<file path="src/design/dqne_pkg.sv">
// dqne_pkg: shared types and constants for the DNS query name extractor.
// No dependencies; every other design file depends on it.
package dqne_pkg;

   localparam int DEFAULT_MAX_NAME_BYTES = 256;
   localparam int DEFAULT_QUEUE_DEPTH    = 4;
   localparam int CSR_W                  = 9;
   localparam logic [CSR_W-1:0] CSR_RESET = 9'd256;

   localparam int HDR_BYTES  = 12;
   localparam int LABEL_MAX  = 63;
   localparam logic [7:0] PTR_MASK    = 8'hC0;
   localparam logic [7:0] PERIOD_CHAR = 8'h2E;

   typedef logic [7:0]  byte_type;
   typedef logic [15:0] len16_type;
   typedef logic [2:0]  status_type;

   localparam status_type STAT_COMPLETE    = 3'd0;
   localparam status_type STAT_POINTER     = 3'd1;
   localparam status_type STAT_BAD_LABEL   = 3'd2;
   localparam status_type STAT_TRUNCATED   = 3'd3;
   localparam status_type STAT_PAYLOAD_END = 3'd4;
   localparam status_type STAT_SHORT       = 3'd5;
   localparam status_type STAT_NO_QUESTION = 3'd6;

   // one queued work item: an optional character, an optional closing result
   typedef struct packed {
      logic       has_char;
      byte_type   ch;
      logic       has_final;
      status_type status;
      byte_type   name_len;
   } work_item_type;

endpackage

</file>
<file path="src/design/dqne_req_if.sv">
// dqne_req_if: input byte channel (valid/ready plus message byte fields).
// Depends on dqne_pkg.
interface dqne_req_if;
   logic                valid;
   logic                ready;
   dqne_pkg::byte_type  data_byte;
   logic                first_byte;
   dqne_pkg::len16_type packet_length;

   modport source (output valid, output data_byte, output first_byte, output packet_length,
                   input ready);
   modport sink   (input valid, input data_byte, input first_byte, input packet_length,
                   output ready);
endinterface

</file>
<file path="src/design/dqne_rsp_if.sv">
// dqne_rsp_if: result channel (valid/ready plus character and status fields).
// Depends on dqne_pkg.
interface dqne_rsp_if;
   logic                 valid;
   logic                 ready;
   dqne_pkg::byte_type   name_char;
   logic                 is_final;
   dqne_pkg::status_type status;
   dqne_pkg::byte_type   name_length;

   modport source (output valid, output name_char, output is_final, output status,
                   output name_length, input ready);
   modport sink   (input valid, input name_char, input is_final, input status,
                   input name_length, output ready);
endinterface

</file>
<file path="src/design/dqne_parser.sv">
// dqne_parser: front end. Tracks header/label state per accepted beat and
// builds one work item per beat that produces results. Depends on dqne_pkg.
module dqne_parser #(
   parameter int MAX_NAME_BYTES = dqne_pkg::DEFAULT_MAX_NAME_BYTES
) (
   input  logic                      clock,
   input  logic                      reset,
   input  logic                      accept,
   input  dqne_pkg::byte_type        data_byte,
   input  logic                      first_byte,
   input  dqne_pkg::len16_type       packet_length,
   input  logic                      csr_wr_en,
   input  logic [dqne_pkg::CSR_W-1:0] csr_wr_data,
   output logic                      push,
   output dqne_pkg::work_item_type   item
);
   import dqne_pkg::*;

   localparam int CW = $clog2(MAX_NAME_BYTES);
   localparam int SW = ($clog2(MAX_NAME_BYTES + 1) > CSR_W) ? $clog2(MAX_NAME_BYTES + 1)
                                                              : CSR_W;

   localparam logic [2:0] PH_IDLE   = 3'd0;
   localparam logic [2:0] PH_HEADER = 3'd1;
   localparam logic [2:0] PH_LEN    = 3'd2;
   localparam logic [2:0] PH_DATA   = 3'd3;
   localparam logic [2:0] PH_DONE   = 3'd4;

   logic [CSR_W-1:0] cfg_ff;
   logic [2:0]       phase_ff, phase_in;
   len16_type        pos_ff, pos_in;
   len16_type        mlen_ff, mlen_in;
   byte_type         qhi_ff, qhi_in;
   logic [5:0]       left_ff, left_in;
   logic [CW-1:0]    chars_ff, chars_in;
   logic             period_ff, period_in;

   logic [SW-1:0]    cfg_ext;
   logic [CW-1:0]    lim;

   // 0 acts as 1, anything above the build size acts as the build size
   always_comb begin
      cfg_ext = SW'(cfg_ff);
      if (cfg_ext == '0) begin
         lim = '0;
      end else if (cfg_ext > SW'(MAX_NAME_BYTES)) begin
         lim = CW'(MAX_NAME_BYTES - 1);
      end else begin
         lim = CW'(cfg_ext - SW'(1));
      end
   end

   always_comb begin
      logic             skip;
      logic             fin;
      logic             has_c;
      byte_type         c;
      status_type       st;
      len16_type        p;
      logic [16:0]      pos_next17;
      logic [16:0]      label_end;

      phase_in  = phase_ff;
      pos_in    = pos_ff;
      mlen_in   = mlen_ff;
      qhi_in    = qhi_ff;
      left_in   = left_ff;
      chars_in  = chars_ff;
      period_in = period_ff;
      skip      = 1'b0;
      fin       = 1'b0;
      has_c     = 1'b0;
      c         = '0;
      st        = STAT_COMPLETE;
      p         = '0;

      if (first_byte) begin
         mlen_in   = packet_length;
         pos_in    = '0;
         qhi_in    = '0;
         left_in   = '0;
         chars_in  = '0;
         period_in = 1'b0;
         phase_in  = PH_HEADER;
         if (packet_length < 16'(HDR_BYTES)) begin
            fin  = 1'b1;
            st   = STAT_SHORT;
            skip = 1'b1;
         end
      end

      pos_next17 = 17'(pos_in) + 17'd1;
      label_end  = pos_next17 + 17'(data_byte);

      if (!skip && phase_in != PH_IDLE && phase_in != PH_DONE) begin
         p      = pos_in;
         pos_in = p + 16'd1;
         unique case (phase_in)
            PH_HEADER: begin
               if (p == 16'd4) qhi_in = data_byte;
               if (p == 16'd5 && qhi_in == '0 && data_byte == '0) begin
                  fin = 1'b1;
                  st  = STAT_NO_QUESTION;
               end else if (p >= 16'(HDR_BYTES - 1)) begin
                  if (mlen_in == 16'(HDR_BYTES)) begin
                     fin = 1'b1;
                     st  = STAT_PAYLOAD_END;
                  end else begin
                     phase_in = PH_LEN;
                  end
               end
            end
            PH_LEN: begin
               priority if (data_byte == '0) begin
                  fin = 1'b1;
                  st  = STAT_COMPLETE;
               end else if ((data_byte & PTR_MASK) == PTR_MASK) begin
                  fin = 1'b1;
                  st  = STAT_POINTER;
               end else if (data_byte > 8'(LABEL_MAX)) begin
                  fin = 1'b1;
                  st  = STAT_BAD_LABEL;
               end else if (label_end > 17'(mlen_in)) begin
                  fin = 1'b1;
                  st  = STAT_PAYLOAD_END;
               end else begin
                  if (period_in && chars_in < lim) begin
                     has_c    = 1'b1;
                     c        = PERIOD_CHAR;
                     chars_in = chars_in + CW'(1);
                  end
                  period_in = 1'b1;
                  if (chars_in >= lim) begin
                     fin = 1'b1;
                     st  = STAT_TRUNCATED;
                  end else begin
                     left_in  = data_byte[5:0];
                     phase_in = PH_DATA;
                  end
               end
            end
            PH_DATA: begin
               has_c    = 1'b1;
               c        = data_byte;
               chars_in = chars_in + CW'(1);
               left_in  = left_in - 6'd1;
               if (left_in != '0) begin
                  if (chars_in >= lim) begin
                     fin = 1'b1;
                     st  = STAT_TRUNCATED;
                  end
               end else begin
                  phase_in = PH_LEN;
                  if (pos_next17 >= 17'(mlen_in)) begin
                     fin = 1'b1;
                     st  = STAT_PAYLOAD_END;
                  end
               end
            end
            default: ;
         endcase
      end

      if (fin) phase_in = PH_DONE;

      push           = accept && (has_c || fin);
      item.has_char  = has_c;
      item.ch        = c;
      item.has_final = fin;
      item.status    = st;
      item.name_len  = (32'(chars_in) > 32'd255) ? 8'd255 : 8'(chars_in);
   end

   always_ff @(posedge clock) begin
      if (reset) begin
         cfg_ff    <= CSR_RESET;
         phase_ff  <= PH_IDLE;
         pos_ff    <= '0;
         mlen_ff   <= '0;
         qhi_ff    <= '0;
         left_ff   <= '0;
         chars_ff  <= '0;
         period_ff <= 1'b0;
      end else begin
         if (csr_wr_en) cfg_ff <= csr_wr_data;
         if (accept) begin
            phase_ff  <= phase_in;
            pos_ff    <= pos_in;
            mlen_ff   <= mlen_in;
            qhi_ff    <= qhi_in;
            left_ff   <= left_in;
            chars_ff  <= chars_in;
            period_ff <= period_in;
         end
      end
   end

endmodule

</file>
<file path="src/design/dqne_queue.sv">
// dqne_queue: small FIFO of work items between parser and emitter.
// Depends on dqne_pkg.
module dqne_queue #(
   parameter int DEPTH = dqne_pkg::DEFAULT_QUEUE_DEPTH
) (
   input  logic                    clock,
   input  logic                    reset,
   input  logic                    push,
   input  dqne_pkg::work_item_type push_item,
   output logic                    full,
   input  logic                    pop,
   output logic                    head_valid,
   output dqne_pkg::work_item_type head_item
);
   import dqne_pkg::*;

   localparam int PW = (DEPTH > 1) ? $clog2(DEPTH) : 1;
   localparam int NW = $clog2(DEPTH + 1);

   work_item_type   mem_ff [DEPTH];
   logic [PW-1:0]   wr_ptr_ff, rd_ptr_ff;
   logic [NW-1:0]   count_ff, count_in;
   logic            do_push, do_pop;

   assign full       = (count_ff == NW'(DEPTH));
   assign head_valid = (count_ff != '0);
   assign head_item  = mem_ff[rd_ptr_ff];
   assign do_push    = push && !full;
   assign do_pop     = pop && head_valid;

   always_comb begin
      count_in = count_ff;
      if (do_push && !do_pop) count_in = count_ff + NW'(1);
      if (do_pop && !do_push) count_in = count_ff - NW'(1);
   end

   always_ff @(posedge clock) begin
      if (do_push) mem_ff[wr_ptr_ff] <= push_item;
   end

   always_ff @(posedge clock) begin
      if (reset) begin
         wr_ptr_ff <= '0;
         rd_ptr_ff <= '0;
         count_ff  <= '0;
      end else begin
         count_ff <= count_in;
         if (do_push) begin
            wr_ptr_ff <= (wr_ptr_ff == PW'(DEPTH - 1)) ? '0 : wr_ptr_ff + PW'(1);
         end
         if (do_pop) begin
            rd_ptr_ff <= (rd_ptr_ff == PW'(DEPTH - 1)) ? '0 : rd_ptr_ff + PW'(1);
         end
      end
   end

endmodule

</file>
<file path="src/design/dqne_emitter.sv">
// dqne_emitter: back end. Splits a work item into its character beat and
// closing beat on the result channel. Depends on dqne_pkg.
module dqne_emitter (
   input  logic                    clock,
   input  logic                    reset,
   input  logic                    head_valid,
   input  dqne_pkg::work_item_type head_item,
   output logic                    pop,
   output logic                    rsp_valid,
   input  logic                    rsp_ready,
   output dqne_pkg::byte_type      rsp_name_char,
   output logic                    rsp_is_final,
   output dqne_pkg::status_type    rsp_status,
   output dqne_pkg::byte_type      rsp_name_length
);
   import dqne_pkg::*;

   logic char_done_ff, char_done_in;
   logic char_part;
   logic last_part;
   logic fire;

   assign char_part = head_item.has_char && !char_done_ff;
   assign last_part = !char_part || !head_item.has_final;
   assign fire      = head_valid && rsp_ready;
   assign pop       = fire && last_part;

   assign rsp_valid       = head_valid;
   assign rsp_name_char   = char_part ? head_item.ch : '0;
   assign rsp_is_final    = !char_part;
   assign rsp_status      = char_part ? STAT_COMPLETE : head_item.status;
   assign rsp_name_length = head_item.name_len;

   // remembers that the character of a two-beat item already went out
   always_comb begin
      char_done_in = char_done_ff;
      if (fire) char_done_in = !last_part;
   end

   always_ff @(posedge clock) begin
      if (reset) begin
         char_done_ff <= 1'b0;
      end else begin
         char_done_ff <= char_done_in;
      end
   end

endmodule

</file>
<file path="src/design/dns_query_name_extractor.sv">
// Results of an accepted beat are written into the work-item queue and appear on rsp
// from its head. One input beat per cycle while the queue is not full; a beat that yields
// a character and the closing result takes two result beats, absorbed by the queue.
// req ready drops only when the work-item queue is full.
// Reset is synchronous, active high: parse state and queue clear, the output
// buffer size register returns to 256.
module dns_query_name_extractor #(
   parameter int MAX_NAME_BYTES = dqne_pkg::DEFAULT_MAX_NAME_BYTES,
   parameter int QUEUE_DEPTH    = dqne_pkg::DEFAULT_QUEUE_DEPTH
) (
   input  logic                       clock,
   input  logic                       reset,
   dqne_req_if.sink                   req_bus,
   dqne_rsp_if.source                 rsp_bus,
   input  logic                       csr_wr_en,
   input  logic [dqne_pkg::CSR_W-1:0] csr_wr_data
);
   import dqne_pkg::*;

   logic          accept;
   logic          push;
   logic          full;
   logic          pop;
   logic          head_valid;
   work_item_type push_item;
   work_item_type head_item;

   assign req_bus.ready = !full;
   assign accept        = req_bus.valid && !full;

   dqne_parser #(
      .MAX_NAME_BYTES (MAX_NAME_BYTES)
   ) u_parser (
      .clock         (clock),
      .reset         (reset),
      .accept        (accept),
      .data_byte     (req_bus.data_byte),
      .first_byte    (req_bus.first_byte),
      .packet_length (req_bus.packet_length),
      .csr_wr_en     (csr_wr_en),
      .csr_wr_data   (csr_wr_data),
      .push          (push),
      .item          (push_item)
   );

   dqne_queue #(
      .DEPTH (QUEUE_DEPTH)
   ) u_queue (
      .clock      (clock),
      .reset      (reset),
      .push       (push),
      .push_item  (push_item),
      .full       (full),
      .pop        (pop),
      .head_valid (head_valid),
      .head_item  (head_item)
   );

   dqne_emitter u_emitter (
      .clock           (clock),
      .reset           (reset),
      .head_valid      (head_valid),
      .head_item       (head_item),
      .pop             (pop),
      .rsp_valid       (rsp_bus.valid),
      .rsp_ready       (rsp_bus.ready),
      .rsp_name_char   (rsp_bus.name_char),
      .rsp_is_final    (rsp_bus.is_final),
      .rsp_status      (rsp_bus.status),
      .rsp_name_length (rsp_bus.name_length)
   );

endmodule

</file>
<file path="src/flat_wrapper.sv">
// flat-port wrapper written by rule: the top's interface ports become plain ports
module dns_query_name_extractor_flat import dqne_pkg::*;
#(
   parameter int MAX_NAME_BYTES = dqne_pkg::DEFAULT_MAX_NAME_BYTES,
   parameter int QUEUE_DEPTH    = dqne_pkg::DEFAULT_QUEUE_DEPTH
)
  (clock, reset, csr_wr_en, csr_wr_data, req_bus_valid, req_bus_data_byte, req_bus_first_byte, req_bus_packet_length, req_bus_ready, rsp_bus_valid, rsp_bus_name_char, rsp_bus_is_final, rsp_bus_status, rsp_bus_name_length, rsp_bus_ready);
  dqne_req_if req_bus_i ();
  dqne_rsp_if rsp_bus_i ();
  input  logic clock;
  input  logic reset;
  input  logic csr_wr_en;
  input  logic [dqne_pkg::CSR_W-1:0] csr_wr_data;
  input wire logic [$bits(req_bus_i.valid)-1:0] req_bus_valid;
  input wire logic [$bits(req_bus_i.data_byte)-1:0] req_bus_data_byte;
  input wire logic [$bits(req_bus_i.first_byte)-1:0] req_bus_first_byte;
  input wire logic [$bits(req_bus_i.packet_length)-1:0] req_bus_packet_length;
  output wire logic [$bits(req_bus_i.ready)-1:0] req_bus_ready;
  output wire logic [$bits(rsp_bus_i.valid)-1:0] rsp_bus_valid;
  output wire logic [$bits(rsp_bus_i.name_char)-1:0] rsp_bus_name_char;
  output wire logic [$bits(rsp_bus_i.is_final)-1:0] rsp_bus_is_final;
  output wire logic [$bits(rsp_bus_i.status)-1:0] rsp_bus_status;
  output wire logic [$bits(rsp_bus_i.name_length)-1:0] rsp_bus_name_length;
  input wire logic [$bits(rsp_bus_i.ready)-1:0] rsp_bus_ready;
  assign req_bus_i.valid = req_bus_valid;
  assign req_bus_i.data_byte = req_bus_data_byte;
  assign req_bus_i.first_byte = req_bus_first_byte;
  assign req_bus_i.packet_length = req_bus_packet_length;
  assign req_bus_ready = req_bus_i.ready;
  assign rsp_bus_valid = rsp_bus_i.valid;
  assign rsp_bus_name_char = rsp_bus_i.name_char;
  assign rsp_bus_is_final = rsp_bus_i.is_final;
  assign rsp_bus_status = rsp_bus_i.status;
  assign rsp_bus_name_length = rsp_bus_i.name_length;
  assign rsp_bus_i.ready = rsp_bus_ready;
  dns_query_name_extractor #(.MAX_NAME_BYTES(MAX_NAME_BYTES), .QUEUE_DEPTH(QUEUE_DEPTH)) u_core (.clock(clock), .reset(reset), .req_bus(req_bus_i), .rsp_bus(rsp_bus_i), .csr_wr_en(csr_wr_en), .csr_wr_data(csr_wr_data));
endmodule
</file>
<file path="config.mk">
export PLATFORM = sky130hd
export DESIGN_NAME = dns_query_name_extractor_flat
export DESIGN_NICKNAME = d
export VERILOG_FILES = /design/src/design/dqne_pkg.sv /design/src/design/dqne_req_if.sv /design/src/design/dqne_rsp_if.sv /design/src/design/dqne_parser.sv /design/src/design/dqne_queue.sv /design/src/design/dqne_emitter.sv /design/src/design/dns_query_name_extractor.sv /design/src/flat_wrapper.sv
export SDC_FILE = /design/constraint.sdc
export NUM_CORES = 1
export LEC_CHECK = 0
export BUFFER_PORTS_ARGS = -buffer_cell sky130_fd_sc_hd__buf_4
export CELL_PAD_IN_SITES_DETAIL_PLACEMENT = 2
export CELL_PAD_IN_SITES_GLOBAL_PLACEMENT = 2
export CORE_MARGIN = 10
export CORE_UTILIZATION = 40
export DETAILED_ROUTE_END_ITERATION = 7
export GPL_ROUTABILITY_DRIVEN = 0
export HOLD_SLACK_MARGIN = 0.12
export PLACE_DENSITY = 0.83
export SYNTH_ARGS = -nofsm -noshare
export SYNTH_HDL_FRONTEND = slang
export SYNTH_SLANG_ARGS = --single-unit
</file>
<file path="constraint.sdc">
create_clock -name clock -period 7.68 [get_ports clock]
set_input_delay 0 -clock clock [delete_from_list [all_inputs] [get_ports clock]]
set_output_delay 0 -clock clock [all_outputs]
set_load 0.01 [all_outputs]
</file>
After elaboration in Yosys (flattened, before gate mapping)

Memories as Yosys holds them, arrays and structs flattened. A register that Yosys moved wholly into a read port is not among the register bits.
Index checks and enable logic that the tools add are counted.

Memories: 1
Register bits after elaboration: 75
Output and inout port bits: 22
ROM bits: 0
Latch bits: 0
Logic and storage cells: 181
RAM bits: 84

Eq/ne operators: 11
Bitwise gates (word level): 0
Multiply operators: 0
Mux-type cells: 107
Div/mod/pow operators: 0
$add $sub $neg: 10
Magnitude comparators: 9
Reductions and logical operators: 31
Shifts and indexed selects: 0

Memories:

| name                  | words | bits a word | read ports | clocked after Yosys merged registers in | write ports | line             | source |
|---|---|---|---|---|---|---|---|
| u_core.u_queue.mem_ff | 4     | 21          | 1          | 1                                       | 1           | dqne_queue.sv:20 | `work_item_type mem_ff [DEPTH];` |

Operators with widths:

| operator                | number |
|---|---|
| $mux W8                 | 23 |
| $mux W3                 | 29 |
| $mux W6                 | 12 |
| $mux W16                | 3 |
| $eq A16 B3 Y1 const B   | 2 |
| $pmux W8 S2             | 2 |
| $mux W1                 | 29 |
| $pmux W3 S3             | 2 |
| $add A16 B1 Y17 const B | 1 |
| $add A17 B8 Y17         | 1 |
| $ge A17 B16 Y1          | 1 |
| $gt A17 B16 Y1          | 1 |
| $add A16 B1 Y16 const B | 1 |
| $eq A16 B4 Y1 const B   | 1 |
| $ge A16 B4 Y1 const B   | 1 |
| $ge A8 B8 Y1            | 2 |
| $logic_not A8 Y1        | 2 |
| $lt A16 B4 Y1 const B   | 1 |
| $logic_and A1 B1 Y1     | 14 |
| $pmux W6 S2             | 1 |
| $gt A9 B9 Y1 const B    | 1 |
| $logic_not A9 Y1        | 1 |
| $add A8 B1 Y8 const B   | 1 |
| $gt A8 B6 Y1 const B    | 1 |
| 19 further kinds        | 35 |

Logic depth before layout (Yosys ltp)

Gate-level depths: netlist of run 1.

Depth after elaboration: 26
Depth in mapped cells: 33
Mapped depth without buffers: 30

Modules after synthesis

From an unflattened synthesis of run 1, not the netlist that was laid out.

Cell total of the unflattened synthesis: 1014
Area total of the unflattened synthesis: 10053.4 µm²

By module, submodules not included:

| module                   | instances | cells each | area each (µm²) |
|---|---|---|---|
| dqne_parser              | 1         | 820        | 6306.0 |
| dqne_queue               | 1         | 163        | 3513.4 |
| dqne_emitter             | 1         | 29         | 224.0 |
| dns_query_name_extractor | 1         | 2          | 10.0 |

Worst setup path before layout of run 1

Ideal clock, no wire load.

Path kind: in2reg
Start point: input port req_bus_first_byte
End point: register u_core.u_queue.count_ff[2]
Arrival time: 6.165 ns
Setup time: 0.071 ns
Path slack: 1.444 ns
Data required time: 7.609 ns
Stages on the path: 31
Cell sequence: clkbuf_1 > clkbuf_1 > clkbuf_1 > clkbuf_1 > clkbuf_1 > nor2b_1 > ha_1 > inv_1 > fa_1 > nor2b_1 > o21ai_0 > a211o_1 > a21oi_1 > a31oi_1 > a21oi_1 > ha_1 > a21o_1 > a21oi_1 > nor2b_1 > a2111o_1 > nand2_1 > nand4b_2 > a21oi_2 > o21ai_4 > inv_2 > ha_1 > inv_1 > fa_1 > xor2_1 > or3_1 > a21oi_1

Longest elaborated chain between the ends: 24

Ends and longest elaborated chain:

| what                                                     | line               | source |
|---|---|---|
| start: declaration                                       | flat_wrapper.sv:16 | `input wire logic [$bits(req_bus_i.first_byte)-1:0] req_bus_first_byte;` |
| branches (longest 18 deep; another with $add A16 B1 Y17) | -                  |  |
| $logic_or A1 B1 Y1 *                                     | dqne_parser.sv:166 | `push = accept && (has_c \|\| fin);` |
| $logic_and A1 B1 Y1 *                                    | dqne_parser.sv:166 |  |
| $logic_and A1 B1 Y1 *                                    | dqne_queue.sv:28   | `assign do_push = push && !full;` |
| $logic_not A1 Y1                                         | dqne_queue.sv:34   | `if (do_pop && !do_push) count_in = count_ff - NW'(1);` |
| $logic_and A1 B1 Y1                                      | dqne_queue.sv:34   |  |
| $mux W3 / $reduce_bool A2 Y1 (equally long branches)     | -                  |  |
| end signal: assignment                                   | dqne_queue.sv:47   | `count_ff <= count_in;` |
| end: declaration                                         | dqne_queue.sv:22   | `logic [NW-1:0] count_ff, count_in;` |

Every way passes the cells marked *. The select of a mux whose other input is x is not followed.
A chain may end at the register's enable or synchronous reset.

Worst setup path in the final report of run 1

Start point: register u_core.u_parser.cfg_ff[2] (netlist: u_core.u_parser.cfg_ext[2])
End point: register u_core.u_queue.count_ff[2]

Longest elaborated chain between the ends: 26

Ends and longest elaborated chain:

| what                                                 | line                                 | source |
|---|---|---|
| start: declaration                                   | dqne_parser.sv:29                    | `logic [CSR_W-1:0] cfg_ff;` |
| start signal: assignment                             | dqne_parser.sv:185                   | `if (csr_wr_en) cfg_ff <= csr_wr_data;` |
| $sub A8 B1 Y8 / $gt A9 B9 Y1 (equally long branches) | dqne_parser.sv:49, dqne_parser.sv:46 |  |
| $mux W8                                              | dqne_parser.sv:46                    | `end else if (cfg_ext > SW'(MAX_NAME_BYTES)) begin` |
| $mux W8 *                                            | dqne_parser.sv:44                    | `if (cfg_ext == '0) begin` |
| $lt A8 B8 Y1                                         | dqne_parser.sv:127                   | `if (period_in && chars_in < lim) begin` |
| $logic_and A1 B1 Y1                                  | dqne_parser.sv:127                   |  |
| $mux W8                                              | dqne_parser.sv:127                   |  |
| $mux W8                                              | dqne_parser.sv:123                   | `end else if (label_end > 17'(mlen_in)) begin` |
| $mux W8                                              | dqne_parser.sv:120                   | `end else if (data_byte > 8'(LABEL_MAX)) begin` |
| [... 10 more ...]                                    | -                                    |  |
| $pmux W1 S3                                          | dqne_parser.sv:98                    | `unique case (phase_in)` |
| $mux W1                                              | dqne_parser.sv:95                    | `if (!skip && phase_in != PH_IDLE && phase_in != PH_DONE) begin` |
| $logic_or A1 B1 Y1 *                                 | dqne_parser.sv:166                   |  |
| $logic_and A1 B1 Y1 *                                | dqne_parser.sv:166                   |  |
| $logic_and A1 B1 Y1 *                                | dqne_queue.sv:28                     |  |
| $logic_not A1 Y1                                     | dqne_queue.sv:34                     |  |
| $logic_and A1 B1 Y1                                  | dqne_queue.sv:34                     |  |
| $mux W3 / $reduce_bool A2 Y1 (equally long branches) | -                                    |  |

Every way passes the cells marked *; elsewhere a longest branch is shown, timed or not. The select of a mux whose other input is x is not followed.

==> flow_summary.yaml, run 1 <==
cts:
  clock_latency_ns: 0.46
  htreeDepth: 4
  clk_pin_slew_worst_paths_ns: 0.09
  clockBufferDepth: 2
  cts_sinks: 161
  cts_tree: "yes"
  numCtsBuffers: 17
  post_cts_buffers: 0
  cts_root_buf: "clkbuf_16"
synth:
  synth_compound_area_share_pct: 14.03
  syn_avg_cell_area_sq_um: 10.01
  yosysSeqAreaShare_pct: 41.32
  synth_fp_nets: 1102
  ys_async_sr_fraction_pct: 0
  synth_xor_area_share_pct: 3.473
  synthAdderAreaFrac_pct: 10.43
  yosys.area_share.simple_pct: 18.71
  yosysWarnings: 0
  ys_ff_latch: 161
  synth_edf_count: 84
  synthMuxAreaShare_pct: 8.701
  synth_area_sq_um: 9836
  synth_top_family_by_area: "simple AND/OR/NAND/NOR gates"
  post_synth_inst_count: 983
  ys.flop_type: "edfxtp_1"
  ys_types: 76
place:
  dpl_cell_area_sq_um: 10600
  portBuffers: 60
  detailed_place_hpwl_microns: 23750
finish:
  fillCellCount: 2571
  nNetsFinal: 1190
  drive_above_1_share_pct: 14.21
  final_area_sq_um: 11640
  diodes: 0
  area_growth_pct: 18.38
worst_setup_path:
  crit_required_ns: 8.05
  slowest_delay_ns: 0.58
  reg2reg_depth: 28
  path_class: "reg2reg"
  critPathLaunchType: "flop"
  crit_path_top_delay_cell: "a2111oi_0"
  cp-end-kind: "flop"
  cp.arrival_ns: 7.53
  critPathMaxFanout: 11
sta:
  clock_skew_ns: 0.02328
  rsz0062_at_grt: "false"
  max_freq_mhz: 139.8
  finalHoldViolCount: 0
  min_period_over_period_pct: 93.16
  min_period_ns: 7.155
  slew_headroom_pct: 23.25
  tightest_slew_ns: 1.151
  slew_violations: 0
  setup_viol: 0
  fin_setup_tns_ns: 0
worst_hold_path:
  hold_path_depth: 3
  worstHoldPathType: "in2reg"
drt:
  vias: 8385
  post_drt_via_cell_ratio: 5.955
  wirelength_microns: 35880
  drtIter0Drc: 526
  drcViolationCount: 0
  drt-wirelength-per-cell_microns: 25.49
  antenna_left: 0
  dr.pass1.iters: 5
floorplanning:
  fp-row-count: 57
  dieHeight_microns: 176.8
  die_width_microns: 176.8
  ioPinCount: 61
  start_util_pct: 40.56
  coreArea_sq_um: 24250
  die_area_sq_um: 31260
global_route:
  grtUsageTotal_pct: 23.26
  antenna_found_initial: 0
  grt_max_degree: 74
  grt_pass1_wl_microns: 56590
  grt_pass1_vias: 9339
  grt_overflow: 0
job:
  drv_cap: 0
power_and_ir_drop:
  p_per_area_nw_per_um2: 176.0
  p_leak_nw: 4.570
  ir_drop_uv: 142.3
status:
  outcome: "finished clean"
==> power breakdown <==
group          total, mW  switching (mW)  internal [mW]
sequential         0.923          0.0163          0.907
combinational      0.233           0.139         0.0941
clock              0.893           0.427          0.466
==> through the flow <==
stage / util, % / instances / worst slack (ns) / hold WS [ns] / power (mW)
after floorplan: - / 983 / 1.444 / 0.1304 / 1.060
after global placement: 43.70 / 1332 / 1.204 / 0.2233 / 1.126
after detailed placement: 43.70 / 1332 / 0.8524 / 0.2329 / 1.136
after CTS: 47.95 / 1407 / 0.6890 / 0.1286 / 2.044
after global routing: 48.02 / 1408 / 0.09665 / 0.1429 / 2.116
final: 48.02 / 1408 / 0.5250 / 0.1357 / 2.049
==> critical path: cells and delay by family (launching register included) <==
family | cells | cell delay (ns)
flip-flops | 1 | 0.38
AO/OA/AOI/OAI | 12 | 2.84
buffers and inverters | 2 | 0.16
adder cells (fa/ha/maj) | 4 | 1.20
XOR/XNOR | 1 | 0.16
AND/OR/NAND/NOR | 9 | 2.31
==> logic make-up (layout without fill, tap and decap cells) <==
logic type	count (synthesis)	after routing
AOI/OAI and AO/OA	200	200
and+or+nand+nor	359	359
buffers and inverters	85	186
xor gates and xnor gates	39	39
adders and majority gates	81	81
DFF	161	161
muxes	58	58
==> per-layer routing <==
| metal | GRT usage [%] | vias to the layer above | part of all wire (%) |
|---|---|---|---|
| li1 | - | 3829 | - |
| met5 | 0 | - | 0 |
| met2 | 41.39 | 203 | 52 |
| met4 | 9.177 | 0 | 3.1 |
| met1 | 27.79 | 4281 | 42 |
| met3 | 3.094 | 72 | 3.1 |
==> synth_stat cells, types with 6 or more instances <==
| cell type | n | area, sq um |
|---|---|---|
| o21ai_0 | 34 | 170.2 |
| and2_1 | 13 | 81.33 |
| nand3_1 | 26 | 130.1 |
| a211oi_1 | 22 | 165.2 |
| nor3_1 | 19 | 95.09 |
| mux2_2 | 6 | 67.56 |
| o21a_1 | 10 | 75.07 |
| xor2_1 | 19 | 166.4 |
| xnor2_1 | 20 | 175.2 |
| a22oi_1 | 24 | 180.2 |
| dfxtp_1 | 77 | 1541 |
| nor4_1 | 18 | 112.6 |
| mux2i_1 | 30 | 300.3 |
| inv_1 | 37 | 138.9 |
| ha_1 | 78 | 975.9 |
| edfxtp_1 | 84 | 2522 |
| or3_1 | 8 | 50.05 |
| mux4_2 | 21 | 473.0 |
| clkbuf_1 | 39 | 146.4 |
| o211ai_1 | 8 | 60.06 |
| nand2_1 | 80 | 300.3 |
| and3_1 | 12 | 75.07 |
| a21oi_1 | 38 | 190.2 |
| nand2b_1 | 10 | 62.56 |
| a21o_1 | 17 | 127.6 |
| a31oi_1 | 6 | 37.54 |
| nor2b_1 | 25 | 156.4 |
| nor2_1 | 100 | 375.4 |
| nand4_1 | 11 | 68.82 |
==> area by class of cell <==
| class | count | area, sq um | area share (%) |
|---|---|---|---|
| tap | 324 | 405.4 | 3.482 |
| multi-input combinational | 737 | 5451 | 46.82 |
| timing repair buffer | 116 | 980.9 | 8.425 |
| inverter | 38 | 142.6 | 1.225 |
| sequential | 161 | 4064 | 34.90 |
| clock buffer | 18 | 429.2 | 3.686 |
| clock inverter | 14 | 170.2 | 1.461 |
==> state kept, by name, summed over array words and instances (netlist names), named ones only <==
| signal | cells |
|---|---|
| u_core.u_parser.cfg_ext | 9 |
| u_core.u_queue.count_ff | 3 |
| u_core.u_parser.qhi_ff | 8 |
| u_core.u_parser.pos_ff | 16 |
| u_core.u_queue.mem_ff | 84 |
| u_core.u_parser.period_ff | 1 |
| u_core.u_parser.mlen_ff | 16 |
| u_core.u_parser.phase_ff | 3 |
| u_core.u_parser.chars_ff | 8 |
| u_core.u_parser.left_ff | 6 |
| u_core.u_queue.rd_ptr_ff | 2 |
| u_core.u_emitter.char_done_ff | 1 |
| u_core.u_queue.wr_ptr_ff | 2 |
==> cell usage in the layout (no fill, tap or decap), types with 17 or more instances in the layout <==
cell type and count:
a211oi_1 22, a21o_1 17, a21oi_1 38, a22oi_1 24, buf_4 72, clkbuf_16 17
dfxtp_1 77, dlygate4sd3_1 44, edfxtp_1 84, ha_1 78, inv_1 37, mux2i_1 30
mux4_2 21, nand2_1 80, nand3_1 26, nor2_1 100, nor2b_1 25, nor3_1 19
nor4_1 17, o21ai_0 33, xnor2_1 20, xor2_1 19
==> repair_timing <==
action / CTS / global route
hold buffers: 43 / 1
gates resized for setup: 0 / 2
setup endpoints to repair: 0 / 1
endpoints found under the hold margin: 58 / 1
==> path summary, 6_finish.rpt <==
path                                                         startpoint                                       to  slack (ns)
worst min-delay path                           req_bus_packet_length[8]  u_core.u_parser.mlen_ff[8]$_SDFFE_PP0P_        0.14
worst max register to register  u_core.u_parser.cfg_ext[2]$_SDFFE_PP0P_  u_core.u_queue.count_ff[2]$_SDFFE_PP0P_        0.53
worst max-delay path            u_core.u_parser.cfg_ext[2]$_SDFFE_PP0P_  u_core.u_queue.count_ff[2]$_SDFFE_PP0P_        0.53
worst min register to register  u_core.u_parser.mlen_ff[7]$_SDFFE_PP0P_  u_core.u_parser.mlen_ff[7]$_SDFFE_PP0P_        0.52
Power figures use the tool's default switching activity.
==> run 2: changes to the inputs <==
CORE_ASPECT_RATIO = 1.75   (was not set)
CORE_UTILIZATION = 25   (was 40)
PLACE_DENSITY = 0.57   (was 0.83)
==> run 2 against run 1 <==
Effect of this change:
- core utilization down 17 points
- global-route usage down 8.6 points
- first-iteration DRC count fell by 58%
- total power fell by 2.1%
- hold slack got worse by 0.018 ns
- fmax increased by 5.3%
- count of clock-buffer cells in the layout unchanged
- cell count increased by 13%
- die area grew 54%
- via count fell by 3.4%
- flip-flop and latch count is the same
- largest cell class unchanged
- highest routed layer unchanged
==> flow_summary.yaml, run 2 (same netlist as run 1, synthesis figures left out) <==
finish:
  top_register: "u_core.u_queue.mem_ff"
  nNetsFinal: 1204
  diodes: 0
  largestRegisters: "u_core.u_queue.mem_ff x84, u_core.u_parser.mlen_ff x16, u_core.u_parser.pos_ff x16"
  seq_area_sq_um: 4064
  fillCellCount: 4269
  multiInputGateArea_sq_um: 5445
  drive_above_1_share_pct: 14.48
  final_cell_mix: "nor2_1 (100), edfxtp_1 (84), nand2_1 (80), ha_1 (78), buf_4 (78)"
  final_area_sq_um: 11950
  largest_register_ffs: 84
  fin_util_pct: 30.60
  area_growth_pct: 21.46
  final_common_cell: "nor2_1"
global_route:
  antenna_found_initial: 1
  use_met3_pct: 1.844
  grt_busiest_layer: "met2"
  grt_pass1_vias: 9104
  grtUsageTotal_pct: 14.71
  grt_pass1_wl_microns: 53670
  grt_overflow: 0
  grt_max_degree: 52
  gr-usage-met1_pct: 14.14
  met2_usage_pct: 30.07
cts:
  ctsHoldBuffers: 52
  numCtsBuffers: 17
  cts_sinks: 161
  clockBufferDepth: 2
  post_cts_buffers: 0
  cts_tree: "yes"
  clock_latency_ns: 0.45
  clk_pin_slew_worst_paths_ns: 0.07
  cts_root_buf: "clkbuf_16"
  ctsResizeCount: 0
  htreeDepth: 4
floorplanning:
  ioPinCount: 61
  start_util_pct: 25.20
  die_area_sq_um: 47990
  coreArea_sq_um: 39040
  dieHeight_microns: 282.4
  die_width_microns: 169.9
  fp-row-count: 96
worst_setup_path:
  worstSetupPathDepth: 28
  path_class: "reg2reg"
  critPathMaxFanout: 11
  startpoint: "u_core.u_parser.cfg_ext[2]$_SDFFE_PP0P_"
  crit_family: "compound AO/OA/AOI/OAI gates"
  crit_required_ns: 8.06
  crit_path_top_delay_cell: "nor4_1"
  critPathLaunchType: "flop"
  reg2reg_depth: 28
  r2r_start: "u_core.u_parser.cfg_ext[2]$_SDFFE_PP0P_"
  crit_buf_inv: 2
  cp.arrival_ns: 7.17
  cp-end-kind: "flop"
  slowest_delay_ns: 0.48
sta:
  tightest_slew_ns: 1.040
  clock_skew_ns: 0.01335
  min_period_over_period_pct: 88.45
  fin_setup_tns_ns: 0
  finalWorstSetupSlack_ns: 0.8874
  setup_viol: 0
  slew_violations: 0
  finalHoldViolCount: 0
  max_freq_mhz: 147.2
  rsz0062_at_grt: "false"
  min_period_ns: 6.793
  slew_headroom_pct: 30.66
worst_hold_path:
  worstHoldPathType: "in2reg"
  hold_start: "req_bus_packet_length[12]"
  hold_path_depth: 3
drt:
  wirelength_microns: 34690
  dr.pass1.iters: 4
  drt-wirelength-per-cell_microns: 21.84
  vias: 8096
  drcViolationCount: 0
  drtIter0Drc: 222
  antenna_left: 0
  post_drt_via_cell_ratio: 5.098
power_and_ir_drop:
  p_leak_nw: 4.623
  ir_drop_uv: 146.8
  p_per_area_nw_per_um2: 167.9
place:
  dp_slack_ns: 0.8245
  portBuffers: 60
  detailed_place_hpwl_microns: 26540
  dpl_cell_area_sq_um: 10850
status:
  outcome: "finished clean"
job:
  drv_cap: 0
==> run 2: changes by cell type in the layout (fill, tap and decap cells not counted), sizes merged <==
cell         before  now
clkinvlp          1    4
buf              72   78
clkinv            5    2
dlygate4sd3      44   52
==> run 2: worst register-to-register path: cells and delay by family (launching register included) <==
family	cells	cell delay [ns]
AND/OR/NAND/NOR	10	2.44
adder cells (fa/ha/maj)	4	1.16
XOR/XNOR	1	0.16
flip-flops	1	0.36
AO/OA/AOI/OAI	11	2.45
buffers and inverters	2	0.17
==> run 2: area by class of cell <==
type                            count  area share, %
Multi-Input combinational cell    737          45.58
Sequential cell                   161          34.02
Timing Repair Buffer              130          9.258
Tap cell                          490          5.132
Clock buffer                       18          3.592
Clock inverter                     14          1.225
Inverter                           38          1.194
==> run 2: power by group <==
part           internal [mW]  leakage, nW  switching [mW]  total, mW
Combinational         0.0962         3.01           0.132      0.228
Sequential             0.907         1.34          0.0148      0.922
Clock                  0.457        0.270           0.399      0.856
Total                   1.46         4.62           0.546       2.01
==> run 2: worst paths after layout <==
path,end,slack [ns]
max,u_core.u_queue.count_ff[2]$_SDFFE_PP0P_,0.89
min,u_core.u_parser.mlen_ff[12]$_SDFFE_PP0P_,0.12
max reg2reg,u_core.u_queue.count_ff[2]$_SDFFE_PP0P_,0.89
min reg2reg,u_core.u_parser.mlen_ff[0]$_SDFFE_PP0P_,0.48
==> run 2: per-layer routing <==
metal / part of all wire [%] / wire, microns / up-vias
met5: 0 / 0 / -
met4: 3.0 / 1040 / 0
met3: 1.8 / 633 / 38
met2: 58 / 20210 / 94
met1: 37 / 12800 / 4117
li1: - / - / 3847
==> run 2: per-stage QoR <==
stage	instances	hold slack, ns	power, mW
finish	1588	0.1173	2.006
global route	1588	0.1780	2.099
CTS	1588	0.1269	2.037
detailed placement	1504	0.2480	1.151
global placement	1504	0.2367	1.145
floorplan	983	0.1304	1.060
==> run 3: changes to the inputs <==
CORE_UTILIZATION = 34   (was 25)
PLACE_DENSITY = 0.73   (was 0.57)
==> run 3 against run 2 <==
Effect of this change:
- die area shrank 24%
- non-clock buffer count decreased by 7
- via count grew 1.3%
- routed wire length down 1.7%
- sequential share of layout area increased by 0.46 points
- combinational power hardly changed
- register-to-register slack worse by 0.16 ns
- cell count is 7.4% lower
- critical path type unchanged
- largest cell class unchanged
==> flow_summary.yaml, run 3 (same netlist as run 1, synthesis figures left out) <==
status:
  outcome: "finished clean"
sta:
  rsz0062_at_grt: "false"
  min_period_over_period_pct: 90.56
  tightest_slew_ns: 1.107
  min_period_ns: 6.955
  setup_viol: 0
  max_freq_mhz: 143.8
  finalHoldViolCount: 0
  fin_setup_tns_ns: 0
  finalWorstSetupSlack_ns: 0.7247
  clock_skew_ns: 0.01764
  slew_headroom_pct: 24.28
  slew_violations: 0
global_route:
  grt_max_degree: 64
  grt_pass1_vias: 9091
  grt_overflow: 0
  grt_pass1_wl_microns: 52960
  antenna_found_initial: 1
  grtUsageTotal_pct: 18.92
place:
  detailed_place_hpwl_microns: 24580
  dp_slack_ns: 0.7811
  portBuffers: 60
  dp_cells: 1389
power_and_ir_drop:
  ir_drop_uv: 128.1
  p_per_area_nw_per_um2: 174.1
  total_power_mw: 2.052
  p_leak_nw: 4.612
finish:
  nNetsFinal: 1197
  largest_register_ffs: 84
  drive_above_1_share_pct: 14.39
  final_common_cell: "nor2_1"
  largestRegisters: "u_core.u_queue.mem_ff x84, u_core.u_parser.mlen_ff x16, u_core.u_parser.pos_ff x16"
  top_register: "u_core.u_queue.mem_ff"
  area_growth_pct: 19.85
  final_cell_mix: "nor2_1 (100), edfxtp_1 (84), nand2_1 (80), ha_1 (78), dfxtp_1 (77)"
  fillCellCount: 3035
  fin_cells: 1470
worst_setup_path:
  slowest_delay_ns: 0.48
  cp-end-kind: "flop"
  cp.arrival_ns: 7.33
  critPathMaxFanout: 11
  crit_required_ns: 8.06
  r2r_end: "u_core.u_queue.count_ff[2]$_SDFFE_PP0P_"
  r2r_setup_slack_ns: 0.72
  r2r_start: "u_core.u_parser.cfg_ext[2]$_SDFFE_PP0P_"
  path_class: "reg2reg"
  reg2reg_depth: 28
  critPathLaunchType: "flop"
  crit_path_top_delay_cell: "a2111oi_0"
floorplanning:
  start_util_pct: 34.36
  fp-row-count: 82
  coreArea_sq_um: 28630
  ioPinCount: 61
  die_area_sq_um: 36400
  die_width_microns: 148.6
  dieHeight_microns: 245
cts:
  htreeDepth: 4
  cts_tree: "yes"
  post_cts_buffers: 0
  cts_root_buf: "clkbuf_16"
  clockBufferDepth: 2
  numCtsBuffers: 17
  clk_pin_slew_worst_paths_ns: 0.08
  cts_sinks: 161
  clock_latency_ns: 0.46
worst_hold_path:
  hold_end: "u_core.u_parser.mlen_ff[1]$_SDFFE_PP0P_"
  hold_path_depth: 3
  hold_start: "req_bus_packet_length[1]"
  worstHoldPathType: "in2reg"
drt:
  wl_met1_microns: 12410
  vias: 8203
  antenna_left: 0
  drcViolationCount: 0
  post_drt_via_cell_ratio: 5.580
  wirelength_microns: 34100
  drtIter0Drc: 368
  wl_met3_microns: 799
  drt-wirelength-per-cell_microns: 23.20
  dr.pass1.iters: 4
  met2_length_microns: 19720
  routed.top_layer: "met4"
job:
  drv_cap: 0
==> run 3: cell count changes in the layout (fill, tap and decap cells not counted), moves of 2 or more <==
cell / before / now
inv_8: 1 / 3
clkinv_4: 1 / 3
inv_6: 6 / 4
buf_4: 78 / 75
clkbuf_16: 17 / 19
dlygate4sd3_1: 52 / 48
clkinvlp_4: 3 / 0
==> run 3: worst max path at each step <==
stage	from	to	slack, ns	cells after the start
finish	u_core.u_parser.cfg_ext[2]$_SDFFE_PP0P_	u_core.u_queue.count_ff[2]$_SDFFE_PP0P_	0.72	28
global route	u_core.u_parser.cfg_ext[2]$_SDFFE_PP0P_	u_core.u_queue.count_ff[2]$_SDFFE_PP0P_	0.13	28
CTS	u_core.u_parser.cfg_ext[2]$_SDFFE_PP0P_	u_core.u_queue.count_ff[2]$_SDFFE_PP0P_	0.71	28
detailed placement	u_core.u_parser.cfg_ext[2]$_SDFFE_PP0P_	u_core.u_queue.count_ff[2]$_SDFFE_PP0P_	0.78	28
global placement	u_core.u_parser.cfg_ext[2]$_SDFFE_PP0P_	u_core.u_queue.count_ff[2]$_SDFFE_PP0P_	1.24	28
floorplan	req_bus_first_byte	u_core.u_queue.count_ff[2]$_SDFFE_PP0P_	1.44	31
==> run 3: area by class of cell <==
type / instances / area (sq um) / share of cell area (%)
Multi-Input combinational cell: 737 / 5451 / 46.25
Clock buffer: 20 / 479.2 / 4.065
Sequential cell: 161 / 4064 / 34.48
Antenna cell: 1 / 2.502 / 0.02123
Timing Repair Buffer: 123 / 1044 / 8.853
Inverter: 38 / 142.6 / 1.210
Tap cell: 378 / 473.0 / 4.012
Clock inverter: 12 / 131.4 / 1.115
==> run 3: metal layers <==
metal  track usage, %  up-vias
li1                 -     3835
met1            18.75     4183
met2            37.16      121
met3            2.745       64
met4            8.572        0
met5                0        -
==> run 3: critical path: cells and delay by family (launching register included) <==
| family | cells | cell delay [ns] |
|---|---|---|
| DFF | 1 | 0.37 |
| adders and majority gates | 4 | 1.18 |
| AOI/OAI and AO/OA | 11 | 2.59 |
| xor gates and xnor gates | 1 | 0.16 |
| buffers and inverters | 2 | 0.18 |
| and+or+nand+nor | 10 | 2.42 |
==> run 3: what timing repair did <==
item                       4_1_cts  5_1_grt
hold buffers                    48        0
setup endpoints to repair        0        1
resized for setup                0        1
hold endpoints to repair        84        0
==> run 3: through the flow <==
stage | cell area [sq um] | hold WS, ns | util [%]
after global routing | 11790 | 0.1702 | 41.18
after floorplan | 9836 | 0.1304 | -
after global placement | 10690 | 0.2327 | 37.34
final | 11790 | 0.1573 | 41.18
after detailed placement | 10690 | 0.2442 | 37.34
after CTS | 11780 | 0.1210 | 41.15
==> run 3: where the power goes <==
group          internal, mW  leakage (nW)  switching (mW)
logic                0.0943          2.97           0.135
clock network         0.498         0.303           0.403
registers             0.907          1.34          0.0140
total                  1.50          4.61           0.552
